--- src/hw/rtl/rmp_pkg.sv ---
// ----------------------------------------------------------------------------
// rmp_pkg
// Types and constants shared by the RESP multibulk request parser files.
// ----------------------------------------------------------------------------
package rmp_pkg;

  localparam int COUNT_BITS  = 11;
  localparam int LENGTH_BITS = 30;
  localparam int LINE_BITS   = 7;
  localparam int NUM_BITS    = LENGTH_BITS + 1;
  localparam int INDEX_BITS  = 10;
  localparam int USED_BITS   = 40;
  localparam int CFG_ADDR_W  = 2;
  localparam int CFG_DATA_W  = LENGTH_BITS;

  localparam logic [COUNT_BITS-1:0]  MAX_ARRAY_RST = COUNT_BITS'(1024);
  localparam logic [LENGTH_BITS-1:0] MAX_BULK_RST  = LENGTH_BITS'(512 * 1024 * 1024);
  localparam logic [LINE_BITS-1:0]   MAX_LINE_RST  = LINE_BITS'(64);

  localparam logic [CFG_ADDR_W-1:0] REG_MAX_ARRAY = 2'd0;
  localparam logic [CFG_ADDR_W-1:0] REG_MAX_BULK  = 2'd1;
  localparam logic [CFG_ADDR_W-1:0] REG_MAX_LINE  = 2'd2;

  localparam logic ACT_BYTE    = 1'b0;
  localparam logic ACT_RESTART = 1'b1;

  localparam logic [1:0] KIND_PAYLOAD  = 2'd0;
  localparam logic [1:0] KIND_ARG_DONE = 2'd1;
  localparam logic [1:0] KIND_CMD_DONE = 2'd2;
  localparam logic [1:0] KIND_ERROR    = 2'd3;

  localparam logic [2:0] ERR_EXP_ARRAY = 3'd0;
  localparam logic [2:0] ERR_BAD_COUNT = 3'd1;
  localparam logic [2:0] ERR_EXP_BULK  = 3'd2;
  localparam logic [2:0] ERR_BAD_LEN   = 3'd3;
  localparam logic [2:0] ERR_NO_CRLF   = 3'd4;

  localparam logic [7:0] CHR_STAR   = 8'h2A;
  localparam logic [7:0] CHR_DOLLAR = 8'h24;
  localparam logic [7:0] CHR_MINUS  = 8'h2D;
  localparam logic [7:0] CHR_CR     = 8'h0D;
  localparam logic [7:0] CHR_LF     = 8'h0A;
  localparam logic [7:0] CHR_ZERO   = 8'h30;
  localparam logic [7:0] CHR_NINE   = 8'h39;

  typedef struct packed {
    logic       action;
    logic [7:0] data_byte;
  } rmp_req_t;

  typedef struct packed {
    logic [1:0]             kind;
    logic [7:0]             payload_byte;
    logic [INDEX_BITS-1:0]  arg_index;
    logic [LENGTH_BITS-1:0] arg_length;
    logic [COUNT_BITS-1:0]  arg_count;
    logic [2:0]             error_code;
    logic [USED_BITS-1:0]   consumed_bytes;
  } rmp_resp_t;

endpackage

--- src/hw/rtl/resp_multibulk_request_parser.sv ---
// ----------------------------------------------------------------------------
// resp_multibulk_request_parser
// Incremental parser for RESP arrays of bulk strings, one byte per request.
// ----------------------------------------------------------------------------
// Takes one request (a stream byte or a restart) per clock and parses
// '*'<count>CRLF then, per argument, '$'<len>CRLF<data>CRLF. Each data byte,
// each finished argument and each finished command comes out as one result;
// the last argument's trailer yields only the command-finished result. A
// protocol error yields one error result, after which bytes are dropped until
// a restart request. Throughput is one request per cycle when not stalled;
// requests pass the input register and the result register, with all parsing
// done in the single state-update stage between them. Input stalls only while
// a result sits in the output register and out_stall is high. The user must
// write limits through the cfg port while the parser is idle; it is not enforced.
module resp_multibulk_request_parser
  import rmp_pkg::*;
(
  input  logic                  clk,
  input  logic                  rst_n,
  input  logic                  in_valid,
  output logic                  in_stall,
  input  rmp_req_t              in_req,
  output logic                  out_valid,
  input  logic                  out_stall,
  output rmp_resp_t             out_resp,
  input  logic                  cfg_we,
  input  logic [CFG_ADDR_W-1:0] cfg_addr,
  input  logic [CFG_DATA_W-1:0] cfg_wdata
);

  typedef enum logic [7:0] {
    PH_WAIT_ARRAY = 8'b0000_0001,
    PH_COUNT_LINE = 8'b0000_0010,
    PH_WAIT_BULK  = 8'b0000_0100,
    PH_LEN_LINE   = 8'b0000_1000,
    PH_DATA       = 8'b0001_0000,
    PH_TRAIL1     = 8'b0010_0000,
    PH_TRAIL2     = 8'b0100_0000,
    PH_HALTED     = 8'b1000_0000
  } phase_t;

  localparam logic [NUM_BITS-1:0]  NUM_CAP  = {NUM_BITS{1'b1}};
  localparam logic [USED_BITS-1:0] USED_MAX = {USED_BITS{1'b1}};

  logic [COUNT_BITS-1:0]  max_array_r;
  logic [LENGTH_BITS-1:0] max_bulk_r;
  logic [LINE_BITS-1:0]   max_line_r;

  logic      in_valid_r;
  rmp_req_t  in_req_r;
  logic      out_valid_r;
  rmp_resp_t out_resp_r;

  phase_t                 phase_r, phase_nxt;
  logic [LINE_BITS-1:0]   line_bytes_r, line_bytes_nxt;
  logic [NUM_BITS-1:0]    num_r, num_nxt;
  logic                   neg_r, neg_nxt;
  logic                   has_digit_r, has_digit_nxt;
  logic                   bad_r, bad_nxt;
  logic                   prev_cr_r, prev_cr_nxt;
  logic [COUNT_BITS-1:0]  exp_args_r, exp_args_nxt;
  logic [COUNT_BITS-1:0]  cur_arg_r, cur_arg_nxt;
  logic [LENGTH_BITS-1:0] bytes_left_r, bytes_left_nxt;
  logic [LENGTH_BITS-1:0] arg_len_r, arg_len_nxt;
  logic                   trail_ok_r, trail_ok_nxt;
  logic [USED_BITS-1:0]   cmd_bytes_r, cmd_bytes_nxt;

  logic                   blocked;
  logic                   fire;
  logic [7:0]             b;
  logic                   res_valid;
  rmp_resp_t              res;
  logic                   lf_done;
  logic                   too_long;
  logic                   is_digit;
  logic [NUM_BITS+3:0]    num_prod;
  logic [NUM_BITS-1:0]    num_acc;
  logic                   num_base_ok;
  logic                   count_ok;
  logic                   len_ok;
  logic [USED_BITS-1:0]   cmd_inc;
  logic                   last_arg;

  assign blocked   = out_valid_r && out_stall;
  assign fire      = in_valid_r && !blocked;
  assign in_stall  = in_valid_r && blocked;
  assign out_valid = out_valid_r;
  assign out_resp  = out_resp_r;
  assign b         = in_req_r.data_byte;

  // line byte evaluation against the current line state
  assign lf_done  = prev_cr_r && (b == CHR_LF);
  assign too_long = !lf_done && (line_bytes_r >= max_line_r);
  assign is_digit = (b >= CHR_ZERO) && (b <= CHR_NINE);
  assign num_prod = {1'b0, num_r, 3'b000} + {3'b000, num_r, 1'b0} +
                    {(NUM_BITS)'(0), b[3:0]};
  assign num_acc  = (num_prod > {4'b0000, NUM_CAP}) ? NUM_CAP : num_prod[NUM_BITS-1:0];

  assign num_base_ok = has_digit_r && !bad_r;
  assign count_ok = num_base_ok &&
                    (neg_r ? (num_r == '0) : (num_r <= NUM_BITS'(max_array_r)));
  assign len_ok   = num_base_ok &&
                    (neg_r ? (num_r == '0) : (num_r <= NUM_BITS'(max_bulk_r)));

  assign cmd_inc  = (cmd_bytes_r < USED_MAX) ? cmd_bytes_r + 1'b1 : cmd_bytes_r;
  assign last_arg = ({1'b0, cur_arg_r} + 1'b1) >= {1'b0, exp_args_r};

  always_comb begin
    phase_nxt      = phase_r;
    line_bytes_nxt = line_bytes_r;
    num_nxt        = num_r;
    neg_nxt        = neg_r;
    has_digit_nxt  = has_digit_r;
    bad_nxt        = bad_r;
    prev_cr_nxt    = prev_cr_r;
    exp_args_nxt   = exp_args_r;
    cur_arg_nxt    = cur_arg_r;
    bytes_left_nxt = bytes_left_r;
    arg_len_nxt    = arg_len_r;
    trail_ok_nxt   = trail_ok_r;
    cmd_bytes_nxt  = cmd_bytes_r;
    res_valid      = 1'b0;
    res            = '0;

    if (fire) begin
      if (in_req_r.action == ACT_RESTART) begin
        phase_nxt      = PH_WAIT_ARRAY;
        line_bytes_nxt = '0;
        num_nxt        = '0;
        neg_nxt        = 1'b0;
        has_digit_nxt  = 1'b0;
        bad_nxt        = 1'b0;
        prev_cr_nxt    = 1'b0;
        exp_args_nxt   = '0;
        cur_arg_nxt    = '0;
        bytes_left_nxt = '0;
        arg_len_nxt    = '0;
        trail_ok_nxt   = 1'b0;
        cmd_bytes_nxt  = '0;
      end else begin
        if ((phase_r != PH_HALTED) && (phase_r != PH_WAIT_ARRAY)) begin
          cmd_bytes_nxt = cmd_inc;
        end
        // shared line-content update for count and length lines
        if (((phase_r == PH_COUNT_LINE) || (phase_r == PH_LEN_LINE)) &&
            !lf_done && !too_long) begin
          bad_nxt     = bad_r | prev_cr_r;
          prev_cr_nxt = 1'b0;
          if (b == CHR_CR) begin
            prev_cr_nxt = 1'b1;
          end else if ((b == CHR_MINUS) && (line_bytes_r == '0)) begin
            neg_nxt = 1'b1;
          end else if (is_digit) begin
            has_digit_nxt = 1'b1;
            num_nxt       = num_acc;
          end else begin
            bad_nxt = 1'b1;
          end
          line_bytes_nxt = line_bytes_r + 1'b1;
        end

        case (phase_r)
          PH_WAIT_ARRAY: begin
            if (b != CHR_STAR) begin
              phase_nxt      = PH_HALTED;
              res_valid      = 1'b1;
              res.kind       = KIND_ERROR;
              res.error_code = ERR_EXP_ARRAY;
            end else begin
              cmd_bytes_nxt  = USED_BITS'(1);
              line_bytes_nxt = '0;
              num_nxt        = '0;
              neg_nxt        = 1'b0;
              has_digit_nxt  = 1'b0;
              bad_nxt        = 1'b0;
              prev_cr_nxt    = 1'b0;
              phase_nxt      = PH_COUNT_LINE;
            end
          end
          PH_COUNT_LINE: begin
            if (too_long || (lf_done && !count_ok)) begin
              phase_nxt      = PH_HALTED;
              res_valid      = 1'b1;
              res.kind       = KIND_ERROR;
              res.error_code = ERR_BAD_COUNT;
            end else if (lf_done) begin
              prev_cr_nxt  = 1'b0;
              exp_args_nxt = num_r[COUNT_BITS-1:0];
              cur_arg_nxt  = '0;
              if (num_r == '0) begin
                phase_nxt          = PH_WAIT_ARRAY;
                res_valid          = 1'b1;
                res.kind           = KIND_CMD_DONE;
                res.consumed_bytes = cmd_inc;
              end else begin
                phase_nxt = PH_WAIT_BULK;
              end
            end
          end
          PH_WAIT_BULK: begin
            if (b != CHR_DOLLAR) begin
              phase_nxt      = PH_HALTED;
              res_valid      = 1'b1;
              res.kind       = KIND_ERROR;
              res.error_code = ERR_EXP_BULK;
            end else begin
              line_bytes_nxt = '0;
              num_nxt        = '0;
              neg_nxt        = 1'b0;
              has_digit_nxt  = 1'b0;
              bad_nxt        = 1'b0;
              prev_cr_nxt    = 1'b0;
              phase_nxt      = PH_LEN_LINE;
            end
          end
          PH_LEN_LINE: begin
            if (too_long || (lf_done && !len_ok)) begin
              phase_nxt      = PH_HALTED;
              res_valid      = 1'b1;
              res.kind       = KIND_ERROR;
              res.error_code = ERR_BAD_LEN;
            end else if (lf_done) begin
              prev_cr_nxt    = 1'b0;
              bytes_left_nxt = num_r[LENGTH_BITS-1:0];
              arg_len_nxt    = num_r[LENGTH_BITS-1:0];
              phase_nxt      = (num_r == '0) ? PH_TRAIL1 : PH_DATA;
            end
          end
          PH_DATA: begin
            res_valid        = 1'b1;
            res.kind         = KIND_PAYLOAD;
            res.payload_byte = b;
            res.arg_index    = cur_arg_r[INDEX_BITS-1:0];
            res.arg_length   = arg_len_r;
            res.arg_count    = exp_args_r;
            bytes_left_nxt   = bytes_left_r - 1'b1;
            if (bytes_left_r == LENGTH_BITS'(1)) begin
              phase_nxt = PH_TRAIL1;
            end
          end
          PH_TRAIL1: begin
            trail_ok_nxt = (b == CHR_CR);
            phase_nxt    = PH_TRAIL2;
          end
          PH_TRAIL2: begin
            res_valid = 1'b1;
            if (!trail_ok_r || (b != CHR_LF)) begin
              phase_nxt      = PH_HALTED;
              res.kind       = KIND_ERROR;
              res.error_code = ERR_NO_CRLF;
            end else begin
              res.arg_index  = cur_arg_r[INDEX_BITS-1:0];
              res.arg_length = arg_len_r;
              res.arg_count  = exp_args_r;
              if (last_arg) begin
                res.kind           = KIND_CMD_DONE;
                res.consumed_bytes = cmd_inc;
                phase_nxt          = PH_WAIT_ARRAY;
              end else begin
                res.kind    = KIND_ARG_DONE;
                cur_arg_nxt = cur_arg_r + 1'b1;
                phase_nxt   = PH_WAIT_BULK;
              end
            end
          end
          PH_HALTED: begin
            phase_nxt = PH_HALTED;
          end
          default: begin
            phase_nxt = PH_HALTED;
          end
        endcase
      end
    end
  end

  always_ff @(posedge clk) begin
    if (!rst_n) begin
      max_array_r <= MAX_ARRAY_RST;
      max_bulk_r  <= MAX_BULK_RST;
      max_line_r  <= MAX_LINE_RST;
    end else if (cfg_we) begin
      case (cfg_addr)
        REG_MAX_ARRAY: max_array_r <= cfg_wdata[COUNT_BITS-1:0];
        REG_MAX_BULK:  max_bulk_r  <= cfg_wdata[LENGTH_BITS-1:0];
        REG_MAX_LINE:  max_line_r  <= cfg_wdata[LINE_BITS-1:0];
        default: begin
        end
      endcase
    end
  end

  always_ff @(posedge clk) begin
    if (!rst_n) begin
      in_valid_r  <= 1'b0;
      out_valid_r <= 1'b0;
    end else begin
      if (in_valid && !in_stall) begin
        in_valid_r <= 1'b1;
      end else if (fire) begin
        in_valid_r <= 1'b0;
      end
      if (res_valid) begin
        out_valid_r <= 1'b1;
      end else if (!out_stall) begin
        out_valid_r <= 1'b0;
      end
    end
  end

  always_ff @(posedge clk) begin
    if (in_valid && !in_stall) begin
      in_req_r <= in_req;
    end
    if (res_valid) begin
      out_resp_r <= res;
    end
  end

  always_ff @(posedge clk) begin
    if (!rst_n) begin
      phase_r      <= PH_WAIT_ARRAY;
      line_bytes_r <= '0;
      num_r        <= '0;
      neg_r        <= 1'b0;
      has_digit_r  <= 1'b0;
      bad_r        <= 1'b0;
      prev_cr_r    <= 1'b0;
      exp_args_r   <= '0;
      cur_arg_r    <= '0;
      bytes_left_r <= '0;
      arg_len_r    <= '0;
      trail_ok_r   <= 1'b0;
      cmd_bytes_r  <= '0;
    end else begin
      phase_r      <= phase_nxt;
      line_bytes_r <= line_bytes_nxt;
      num_r        <= num_nxt;
      neg_r        <= neg_nxt;
      has_digit_r  <= has_digit_nxt;
      bad_r        <= bad_nxt;
      prev_cr_r    <= prev_cr_nxt;
      exp_args_r   <= exp_args_nxt;
      cur_arg_r    <= cur_arg_nxt;
      bytes_left_r <= bytes_left_nxt;
      arg_len_r    <= arg_len_nxt;
      trail_ok_r   <= trail_ok_nxt;
      cmd_bytes_r  <= cmd_bytes_nxt;
    end
  end

endmodule

--- config.mk ---
export PLATFORM = sky130hd
export DESIGN_NAME = resp_multibulk_request_parser
export DESIGN_NICKNAME = d
export VERILOG_FILES = /design/src/hw/rtl/rmp_pkg.sv /design/src/hw/rtl/resp_multibulk_request_parser.sv
export SDC_FILE = /design/constraint.sdc
export NUM_CORES = 1
export LEC_CHECK = 0
export BUFFER_PORTS_ARGS = -buffer_cell sky130_fd_sc_hd__buf_2
export CAP_MARGIN = 5
export CORE_ASPECT_RATIO = 0.7
export CORE_UTILIZATION = 38
export DETAILED_ROUTE_END_ITERATION = 12
export PLACE_DENSITY = 0.64
export SLEW_MARGIN = 20
export SYNTH_ARGS = -nofsm -noshare
export SYNTH_HDL_FRONTEND = slang
export SYNTH_SLANG_ARGS = --single-unit
export TNS_END_PERCENT = 5
--- constraint.sdc ---
create_clock -name clk -period 9.6 [get_ports clk]
set_input_delay 0.48 -clock clk [delete_from_list [all_inputs] [get_ports clk]]
set_output_delay 0.48 -clock clk [all_outputs]
set_load 0.02 [all_outputs]
==> results summary <==
The number of DRC markers after the initial detailed-route iteration is 1689. The relative contribution of sequential cells to total power came out at 0.477. The H-tree depth reported by CTS is 2.

The initial standard-cell utilization of the core came out at 0.3857. In this run the tool buffered the top-level ports with between 150 and 200 buffer cells. The height of the die came out at 186.4 um.

The hold violation count in the final report was 0. The clock latency reported for the late side of the worst-skew pair is approximately 0.56 ns. By area the synthesized netlist is led by dfxtp_1, edfxtp_1, ha_1.

The total routing resource utilization after global routing is 0.2166. Headroom to the max-slew limit came out at 0.3488. The number of vias after detailed routing came out at 16230.

The final hold slack came out at 0.1234 ns. The mean number of vias per cell is 5.673. The final weighted congestion in routability-driven placement is between 0.9 and 1. The clock slew at the register clock pins of the worst setup and hold paths is ~0.06 ns. In this run the cell area of the synthesized design comes to 0.01846 mm^2. Dividing the detail-routed wire length by the instance count gives ~19 um. The pin count of the biggest net entering global routing came out at 93.

The total detailed-routing wirelength is 55030 um. The max-slew violation count is 0. The run finished with clean final reports. The number of flops mapped to enable cells by yosys came out at 113. The CTS sink count is 336. Power spread over the standard cell area amounts to 150.3 mW/mm^2. The area of the core is 0.04787 mm^2.

The setup TNS is 0 ns. The number of failing setup endpoints in the final timing report is 0. The library cell with the highest instance count after synthesis is dfxtp_1. The ratio of final minimum period to clock period came out at 0.4573. The leftover overflow at the end of global routing is 0. Averaged over all synthesized cells, the footprint is between 8 and 9 um^2. The maximum resistive drop on vdd is 0.0001036 V. The post-CTS setup buffer count is 0. The number of buffers created by CTS is 37. The count of nets after finishing is 2349.

The switching component of the power came out at 754.4 uW. The post-synthesis async set-or-reset flop share is 0. The number of rows in the core area is 67. The number of primary I/O pins is 152.

The via count of the first global-routing pass is about 15000. The worst setup path is captured at a register. The post-cts gate resize count is 0. STA classifies the critical path startpoint as a register. The top cell type's share of synthesized area is 0.2418. The number of distinct library cells after synthesis came out at 91. The startpoint-to-endpoint class of the critical path is reg -> reg. For the pin with the worst max-slew slack, the measured transition is 0.9767 ns. The largest total area in the synthesized netlist belongs to dfxtp_1. The internal cell power is around 2.4 mW. The synthesized instance count came out at 2072. The clock tree root buffer cell is clkbuf_16.

The initial antenna violation count came to 3. The fraction of layout instances using a drive strength above 1 came out at 0.1230. The first detailed-routing pass ran for 8 iterations. The post-route clock skew is approximately 0.035 ns.

The number of routed nets with antenna violations came out at 0. The largest buffer count on any clock path came out at 3. The post-synthesis sequential element count is between 300 and 400. The required time reported for the critical path endpoint came out at 9.98 ns. Setup repair after global routing left no endpoint under its margin. The share of total power consumed by net switching came out at 0.2391. The dominant register cell in the synthesized netlist is dfxtp_1. From left edge to right edge, the die measures approximately 270 um.

The filler cells instantiated in the layout total 4648. The static leakage power is 7.884 nW. The clock period minus worst slack came out at 4.390 ns. The maximum fanout count along the critical path is 13. The die outline area came out at 0.04949 mm^2. The CTS tree is built. The number of nets in the synthesized netlist came out at 2246.

After detailed routing, the number of remaining DRC violations is 0. The total of max-cap violations came out at 0. The worst hold path belongs to the class in -> reg. Sorting the synthesized cells by how often they occur yields dfxtp_1, nand2_1, nor2_1. The achievable frequency is approximately 230 MHz. The Yosys warning count came out at 0. Of the total power, combinational logic draws 0.054. The number of buffers inserted for hold repair after clock tree synthesis is 0. The area growth from synthesis to layout is 13.76%. Detailed placement ended at an HPWL of about 40000 um. The worst path arrival time came out at ~4.8 ns.

The first-pass GRT wire length came out at 85280 um. The sequential element share of the synthesized area is 0.4256. The portion of total power attributed to the clock network came out at 0.469.
[sequential cells by signal, summed over array words and instances, names as in the netlist]
register      count
trail_ok_r        1
has_digit_r       1
neg_r             1
max_line_r        7
out_resp        104
bad_r             1
b                 8
phase_r           8
bytes_left_r     30
exp_args_r       11
cmd_bytes_r      40
num_r            31
line_bytes_r      7
in_valid_r        1
prev_cr_r         1
max_array_r      11
out_valid         1
in_req_r          1
cur_arg_r        11
arg_len_r        30
max_bulk_r       30
[worst max-delay path, stage by stage, from the launching register on]
cell and delay (ns):
dfxtp_1 0.57, inv_1 0.15, fa_1 0.59, inv_1 0.06, ha_1 0.29, a21o_1 0.18
a21oi_1 0.33, o211ai_1 0.26, a31oi_1 0.42, a211oi_1 0.16, mux2i_1 0.22, nor3_4 0.34
nand2b_1 0.49, o211ai_1 0.17
[power groups by stage]
stage	Clock, mW	Sequential, mW	Combinational (mW)
5_1_grt	1.56	1.51	0.182
3_3_place_gp	0	1.54	0.165
4_1_cts	1.51	1.51	0.167
3_5_place_dp	0	1.54	0.166
6_report	1.48	1.51	0.169
2_1_floorplan	0	1.56	0.0785
[cells in the final DEF (no fill, tap or decap), types with 23 or more instances in the layout]
cell and count:
nor4_1 23, ha_1 126, clkbuf_16 38, a21oi_1 176, and3_1 28, a22o_1 36, o21ai_1 44, o21ai_0 117
nor2_1 202, edfxtp_1 113, a31oi_1 25, nand3_1 36, and2_1 70, nand2b_1 24, dfxtp_1 223, buf_2 151
nand2_1 205, xnor2_1 41, inv_1 92, nand4_1 36, xor2_1 38, nor3_1 38
[kinds of logic (layout without fill, tap and decap cells)]
family,count (synthesis),after routing,share of synthesized area
and+or+nand+nor,763,763,0.2091
muxes,12,12,0.006506
DFF,336,336,0.4256
AOI/OAI and AO/OA,560,560,0.1908
other,0,3,0
adders and majority gates,128,128,0.08755
buffers and inverters,194,325,0.04296
xor gates and xnor gates,79,79,0.03747
[through the flow]
step	worst slack [ns]	instances	total power [mW]	instance area [um^2]	utilization
2_1_floorplan	1.898	2072	1.641	18460	-
3_3_place_gp	5.135	2790	1.702	19720	0.4120
3_5_place_dp	5.052	2791	1.705	19740	0.4124
4_1_cts	5.031	2858	3.180	20980	0.4383
5_1_grt	4.925	2861	3.253	21000	0.4388
6_report	5.210	2861	3.156	21000	0.4388
[layout make-up]
| cell class | count | area (um^2) | share of cell area |
|---|---|---|---|
| Inverter | 93 | 349.1 | 0.01662 |
| Antenna cell | 3 | 7.507 | 0.0003574 |
| Timing Repair Buffer | 165 | 872.1 | 0.04152 |
| Sequential cell | 336 | 7858 | 0.3741 |
| Multi-Input combinational cell | 1542 | 9858 | 0.4694 |
| Clock inverter | 19 | 231.5 | 0.01102 |
| Clock buffer | 48 | 1008 | 0.04801 |
| Tap cell | 655 | 819.5 | 0.03902 |
[layer usage]
layer / GRT usage / routed length (um) / vias to the layer above
li1: - / - / 7700
met1: 0.3360 / 27050 / 7781
met2: 0.2994 / 22350 / 677
met3: 0.04817 / 4762 / 72
met4: 0.04936 / 874 / 0
met5: 0 / 0 / -
[worst paths after layout]
kind	from	to	slack, ns	cells past startpoint
max reg2reg	num_r[2]$_SDFFE_PN0P_	num_r[3]$_SDFFE_PN0P_	5.21	13
min	in_req[1]	b[1]$_DFFE_PP_	0.12	1
max	num_r[2]$_SDFFE_PN0P_	num_r[3]$_SDFFE_PN0P_	5.21	13
min reg2reg	max_bulk_r[23]$_SDFFE_PN0P_	max_bulk_r[23]$_SDFFE_PN0P_	0.45	2
Note: power is estimated with default switching activity, not from simulation.
